### src/rtl/pbdt_pkg.sv
`timescale 1ns / 1ps
// ----------------------------------------------------------------------------
// pbdt_pkg
// Shared types, codes and sizes of the port binding demultiplexing table.
// ----------------------------------------------------------------------------
package pbdt_pkg;

    localparam int TABLE_ENTRIES = 64;
    localparam int IDX_W         = $clog2(TABLE_ENTRIES);
    localparam int NUM_PROTO     = 256;

    localparam logic [2:0] FUNC_BIND   = 3'd0;
    localparam logic [2:0] FUNC_AUTO   = 3'd1;
    localparam logic [2:0] FUNC_REBIND = 3'd2;
    localparam logic [2:0] FUNC_LOOKUP = 3'd3;
    localparam logic [2:0] FUNC_UNBIND = 3'd4;

    localparam logic [2:0] ST_OK        = 3'd0;
    localparam logic [2:0] ST_IN_USE    = 3'd1;
    localparam logic [2:0] ST_NOT_FOUND = 3'd2;
    localparam logic [2:0] ST_MISMATCH  = 3'd3;
    localparam logic [2:0] ST_FULL      = 3'd4;

    localparam logic [1:0] REG_MIN_PORT = 2'd0;
    localparam logic [1:0] REG_WC_PORT  = 2'd1;
    localparam logic [1:0] REG_WC_ADDR  = 2'd2;

    typedef enum logic [2:0] {
        OP_BIND, OP_AUTO, OP_REBIND, OP_LOOKUP, OP_UNBIND, OP_NONE
    } t_op;

    typedef struct packed {
        logic [7:0]  proto;
        logic [15:0] lport;
        logic [31:0] laddr;
        logic [15:0] rport;
        logic [31:0] raddr;
    } t_key;

    localparam int KV_W = $bits(t_key) + 16;

    typedef struct packed {
        t_op         op;
        t_key        key;
        logic [15:0] handle;
    } t_cmd;

    typedef struct packed {
        logic [15:0] min_port;
        logic [15:0] wc_port;
        logic [31:0] wc_addr;
    } t_cfg;

endpackage

### src/rtl/pbdt_if.sv
`timescale 1ns / 1ps
// ----------------------------------------------------------------------------
// pbdt_req_if / pbdt_rsp_if
// Valid/ready channels for requests into and results out of the table.
// ----------------------------------------------------------------------------
interface pbdt_req_if;
    logic        valid;
    logic        ready;
    logic [2:0]  func;
    logic [7:0]  proto;
    logic [15:0] lcl_port;
    logic [31:0] local_addr;
    logic [15:0] rmt_port;
    logic [31:0] remote_addr;
    logic [15:0] handle;

    modport source (output valid, func, proto, lcl_port, local_addr, rmt_port,
                    remote_addr, handle, input ready);
    modport sink   (input valid, func, proto, lcl_port, local_addr, rmt_port,
                    remote_addr, handle, output ready);
endinterface


### src/rtl/pbdt_front.sv
`timescale 1ns / 1ps
// ----------------------------------------------------------------------------
// pbdt_front
// Accepts requests, decodes the function code and queues up to two commands.
// ----------------------------------------------------------------------------
module pbdt_front (
    input  logic            i_clk,
    input  logic            i_rst_n,
    pbdt_req_if.sink        i_req,
    output logic            o_cmd_valid,
    output pbdt_pkg::t_cmd  o_cmd,
    input  logic            i_cmd_ready
);
    pbdt_pkg::t_cmd r_q [2];
    logic           r_wp;
    logic           r_rp;
    logic [1:0]     r_cnt;
    pbdt_pkg::t_cmd w_cmd;
    logic           w_push;
    logic           w_pop;

    always_comb begin
        w_cmd.key.proto = i_req.proto;
        w_cmd.key.lport = i_req.lcl_port;
        w_cmd.key.laddr = i_req.local_addr;
        w_cmd.key.rport = i_req.rmt_port;
        w_cmd.key.raddr = i_req.remote_addr;
        w_cmd.handle    = i_req.handle;
        unique case (i_req.func)
            pbdt_pkg::FUNC_BIND:   w_cmd.op = pbdt_pkg::OP_BIND;
            pbdt_pkg::FUNC_AUTO:   w_cmd.op = pbdt_pkg::OP_AUTO;
            pbdt_pkg::FUNC_REBIND: w_cmd.op = pbdt_pkg::OP_REBIND;
            pbdt_pkg::FUNC_LOOKUP: w_cmd.op = pbdt_pkg::OP_LOOKUP;
            pbdt_pkg::FUNC_UNBIND: w_cmd.op = pbdt_pkg::OP_UNBIND;
            default:               w_cmd.op = pbdt_pkg::OP_NONE;
        endcase
    end

    assign i_req.ready = (r_cnt != 2'd2);
    assign w_push      = i_req.valid && i_req.ready;
    assign o_cmd_valid = (r_cnt != 2'd0);
    assign o_cmd       = r_q[r_rp];
    assign w_pop       = o_cmd_valid && i_cmd_ready;

    always_ff @(posedge i_clk) begin
        if (!i_rst_n) begin
            r_wp  <= 1'b0;
            r_rp  <= 1'b0;
            r_cnt <= 2'd0;
        end else begin
            if (w_push) begin
                r_q[r_wp] <= w_cmd;
                r_wp      <= ~r_wp;
            end
            if (w_pop) begin
                r_rp <= ~r_rp;
            end
            r_cnt <= r_cnt + 2'(w_push) - 2'(w_pop);
        end
    end
endmodule

### src/flat_wrapper.sv
// flat-port wrapper written by rule: the top's interface ports become plain ports
module pbdt_front_flat 
  (i_clk, i_rst_n, o_cmd_valid, o_cmd, i_cmd_ready, i_req_valid, i_req_func, i_req_proto, i_req_lcl_port, i_req_local_addr, i_req_rmt_port, i_req_remote_addr, i_req_handle, i_req_ready);
  pbdt_req_if i_req_i ();
  input  logic i_clk;
  input  logic i_rst_n;
  output logic o_cmd_valid;
  output pbdt_pkg::t_cmd o_cmd;
  input  logic i_cmd_ready;
  input wire logic [$bits(i_req_i.valid)-1:0] i_req_valid;
  input wire logic [$bits(i_req_i.func)-1:0] i_req_func;
  input wire logic [$bits(i_req_i.proto)-1:0] i_req_proto;
  input wire logic [$bits(i_req_i.lcl_port)-1:0] i_req_lcl_port;
  input wire logic [$bits(i_req_i.local_addr)-1:0] i_req_local_addr;
  input wire logic [$bits(i_req_i.rmt_port)-1:0] i_req_rmt_port;
  input wire logic [$bits(i_req_i.remote_addr)-1:0] i_req_remote_addr;
  input wire logic [$bits(i_req_i.handle)-1:0] i_req_handle;
  output wire logic [$bits(i_req_i.ready)-1:0] i_req_ready;
  assign i_req_i.valid = i_req_valid;
  assign i_req_i.func = i_req_func;
  assign i_req_i.proto = i_req_proto;
  assign i_req_i.lcl_port = i_req_lcl_port;
  assign i_req_i.local_addr = i_req_local_addr;
  assign i_req_i.rmt_port = i_req_rmt_port;
  assign i_req_i.remote_addr = i_req_remote_addr;
  assign i_req_i.handle = i_req_handle;
  assign i_req_ready = i_req_i.ready;
  pbdt_front u_core (.i_clk(i_clk), .i_rst_n(i_rst_n), .i_req(i_req_i), .o_cmd_valid(o_cmd_valid), .o_cmd(o_cmd), .i_cmd_ready(i_cmd_ready));
endmodule
### config.mk
export PLATFORM = sky130hd
export DESIGN_NAME = pbdt_front_flat
export DESIGN_NICKNAME = d
export VERILOG_FILES = /design/src/rtl/pbdt_pkg.sv /design/src/rtl/pbdt_if.sv /design/src/rtl/pbdt_front.sv /design/src/flat_wrapper.sv
export SDC_FILE = /design/constraint.sdc
export NUM_CORES = 1
export LEC_CHECK = 0
export BUFFER_PORTS_ARGS = -buffer_cell sky130_fd_sc_hd__buf_2
export CAP_MARGIN = 10
export CORE_ASPECT_RATIO = 1.4
export CORE_MARGIN = 4
export CORE_UTILIZATION = 45
export DETAILED_ROUTE_END_ITERATION = 8
export GPL_TIMING_DRIVEN = 0
export HOLD_SLACK_MARGIN = 0.06
export PLACE_DENSITY_LB_ADDON = 0.12
export SYNTH_ARGS = -nofsm -noshare
export SYNTH_HDL_FRONTEND = slang
export SYNTH_SLANG_ARGS = --single-unit
### constraint.sdc
create_clock -name i_clk -period 9.2 [get_ports i_clk]
set_input_delay 0.46 -clock i_clk [delete_from_list [all_inputs] [get_ports i_clk]]
set_output_delay 0.46 -clock i_clk [all_outputs]
set_load 0.1 [all_outputs]
==> results.json <==
{
  "final_area_sq_um": 11900,
  "min_period_over_period": 0.261,
  "drv_cap": 0,
  "r2r_start": "u_core.r_cnt[0]",
  "wl_microns": 17700,
  "wl_per_cell_microns": 18.3,
  "cts_tree": "done",
  "power.density_nw_per_um2": 351,
  "worst_path_max_delay_cell": "dfxtp_1",
  "cp-start-kind": "flop",
  "vdd_drop_max_mv": 0.203,
  "ctsHoldBuffers": 0,
  "ys_types": 22,
  "critPathKind": "flop to output pin",
  "setup_viol": 0,
  "root_buffer": "clkbuf_16",
  "p_leak_nw": 4.55,
  "ant_nets": 0,
  "crit_fanout": 10,
  "drt-initial-drc-count": 156,
  "drc_errors": 0,
  "die_area_sq_um": 23300,
  "final_nets": 823,
  "grt_pass1_vias": 5082,
  "synth_seq_area_share": 0.795,
  "whs_path_depth": 1,
  "die_w_microns": 130,
  "worstPathArrival_ns": 1.94,
  "reg2reg_to": "u_core.r_q[0][56]",
  "num_vias": 4660,
  "grt-ovfl-total": 0,
  "avgSynthCellArea_sq_um": 22.9,
  "ys_warn_count": 0,
  "end_kind": "output pin",
  "io_pins": 252,
  "drive_above_1_share": 0.601,
  "core-area_sq_um": 20600,
  "clock-sinks": 251,
  "cts.repair.resized": 0,
  "reg2reg_slack_ns": 6.89,
  "worstHoldEndpoint": "u_core.r_q[0][44]",
  "num_rows": 62,
  "holdWs_ns": 0.144,
  "multi_input_area_sq_um": 1800,
  "antenna_found_initial": 1,
  "setup_tns_ns": 0,
  "start_util": 0.458,
  "max_stage_delay_ns": 0.32,
  "area_delta_synth_final_pct": 26.4,
  "min_from": "i_req_remote_addr[28]",
  "detailed_place_hpwl_microns": 12400,
  "portBuffers": 251,
  "nFillCells": 1603,
  "hold_violations": 0,
  "fin_crit_ns": 2.40,
  "gp_congestion": 0.689,
  "n_antenna_cell": 0,
  "required_ns": 8.74,
  "relSlewSlack": 0.435,
  "grt_max_degree": 68,
  "numCtsBuffers": 25,
  "rr_worst_depth": 6,
  "synth_area_leaders": "edfxtp_1 (78%), mux2_4 (11%), mux2_2 (6.3%)",
  "clock_insertion_delay_worst_skew_ns": 0.50,
  "cts.path.max_buffers": 3,
  "die_y_microns": 179,
  "regArea_sq_um": 7490,
  "grt_usage": 0.145,
  "clock_skew_ns": 0.00915,
  "outcome": "finished, final reports clean",
  "viasPerCell": 4.82,
  "syn-cell-area_sq_um": 9420,
  "worst_pin_slew_ns": 0.847,
  "grt_pass1_wl_microns": 26000,
  "clk_pin_slew_ns": 0.06,
  "synth_area_leader_cell": "edfxtp_1",
  "syn_inst": 411,
  "drtPass1Iterations": 4,
  "cp_common_cell": "buf_6",
  "fmax_mhz": 417,
  "syn-num-nets": 540,
  "htree_num_levels": 1,
  "netlist.area_leader.share": 0.784,
  "min_path_type": "input pin to flop",
  "placed_cell_area_sq_um": 11100,
  "rsz0062_at_grt": "no",
  "finalMaxSlewViolations": 0,
  "cts_setup_buffers": 0,
  "worstPathCellList": "buf_6, buf_8, buf_6, mux2_4, buf_2",
  "ys_seq_elements": 251
}
-- how the worst max path moves through the flow --
stage / startpoint / to / slack [ns] / cells after the start
6_report: flop / o_cmd[85] / 6.80 / 5
5_1_grt: flop / o_cmd[95] / 6.73 / 5
4_1_cts: flop / o_cmd[71] / 6.74 / 5
3_5_place_dp: i_rst_n / u_core.r_q[0][62] / 6.80 / 6
3_3_place_gp: i_rst_n / u_core.r_q[0][62] / 0.11 / 3
2_1_floorplan: u_core.r_cnt[0] / u_core.r_q[0][0] / 2.10 / 3
-- sequential cells by signal, indices dropped and copies added, names as in the netlist, named ones only --
register	flops
u_core.r_wp	1
u_core.r_cnt	2
u_core.r_q	246
u_core.r_rp	1
-- critical path, delay by kind of cell, from the launching register on --
kind | cells | cell delay [ns]
flip-flops | 1 | 0.32
multiplexers | 1 | 0.31
buffers and inverters | 4 | 0.78
-- report_power, final --
| group | internal (mW) | switching, mW | total [mW] |
|---|---|---|---|
| sequential | 1.37 | 0.0243 | 1.39 |
| clock | 0.571 | 0.387 | 0.958 |
| combinational | 0.403 | 1.43 | 1.83 |
-- routing by layer --
metal | GRT usage | share of wire | vias up
met3 | 0.0545 | 0.10 | 26
met1 | 0.146 | 0.33 | 2269
met5 | 0 | 0.00068 | -
met4 | 0.0407 | 0.019 | 2
li1 | - | - | 2197
met2 | 0.272 | 0.55 | 166
-- cells by family (layout without fill, tap and decap cells) --
group	count (synthesis)	after routing	synth area share
DFF	251	251	0.795
muxes	123	123	0.175
buffers and inverters	17	317	0.0150
and+or+nand+nor	12	12	0.00731
AOI/OAI and AO/OA	3	3	0.00226
xor gates and xnor gates	3	3	0.00279
adders and majority gates	2	2	0.00266
-- final cells by class --
cell class | count | area share
Clock buffer | 36 | 0.0577
Timing Repair Buffer | 256 | 0.116
Inverter | 2 | 0.000631
Tap cell | 256 | 0.0269
Buffer | 15 | 0.0112
Sequential cell | 251 | 0.629
Clock inverter | 8 | 0.00736
Multi-Input combinational cell | 143 | 0.151
-- cell usage after synthesis, drive strengths merged --
master,instances
a21o,1
nand2,1
buf,14
and3,1
nand2b,1
nor2b,3
or2,1
ha,2
inv,2
dfxtp,5
mux2,123
nor2,1
edfxtp,246
o21a,1
xnor2,3
clkbuf,1
and2,3
nand3,1
o22ai,1
-- layout by cell type (no fill, tap or decap) --
cell	instances
o21a_1	1
dfxtp_1	5
inv_1	2
clkinvlp_4	1
o22ai_1	1
buf_12	2
clkbuf_16	25
nand3_1	1
or2_2	1
bufinv_16	2
edfxtp_1	246
a21o_1	1
buf_2	256
nor2b_1	3
xnor2_1	3
buf_8	1
mux2_2	53
and3_4	1
nand2b_1	1
nor2_4	1
ha_1	2
mux2_4	70
clkbuf_8	2
buf_6	8
clkbuf_1	10
clkinv_1	4
clkinv_2	1
and2_1	3
nand2_1	1
buf_16	3
-- per-stage QoR --
stage	worst slack, ns	instances	power [mW]	utilization
2_1_floorplan	2.10	411	3.01	-
3_3_place_gp	0.113	918	3.26	0.535
3_5_place_dp	6.80	923	3.27	0.541
4_1_cts	6.74	967	4.23	0.579
5_1_grt	6.73	967	4.33	0.579
6_report	6.80	967	4.18	0.579
(Power assumes the default switching activity.)
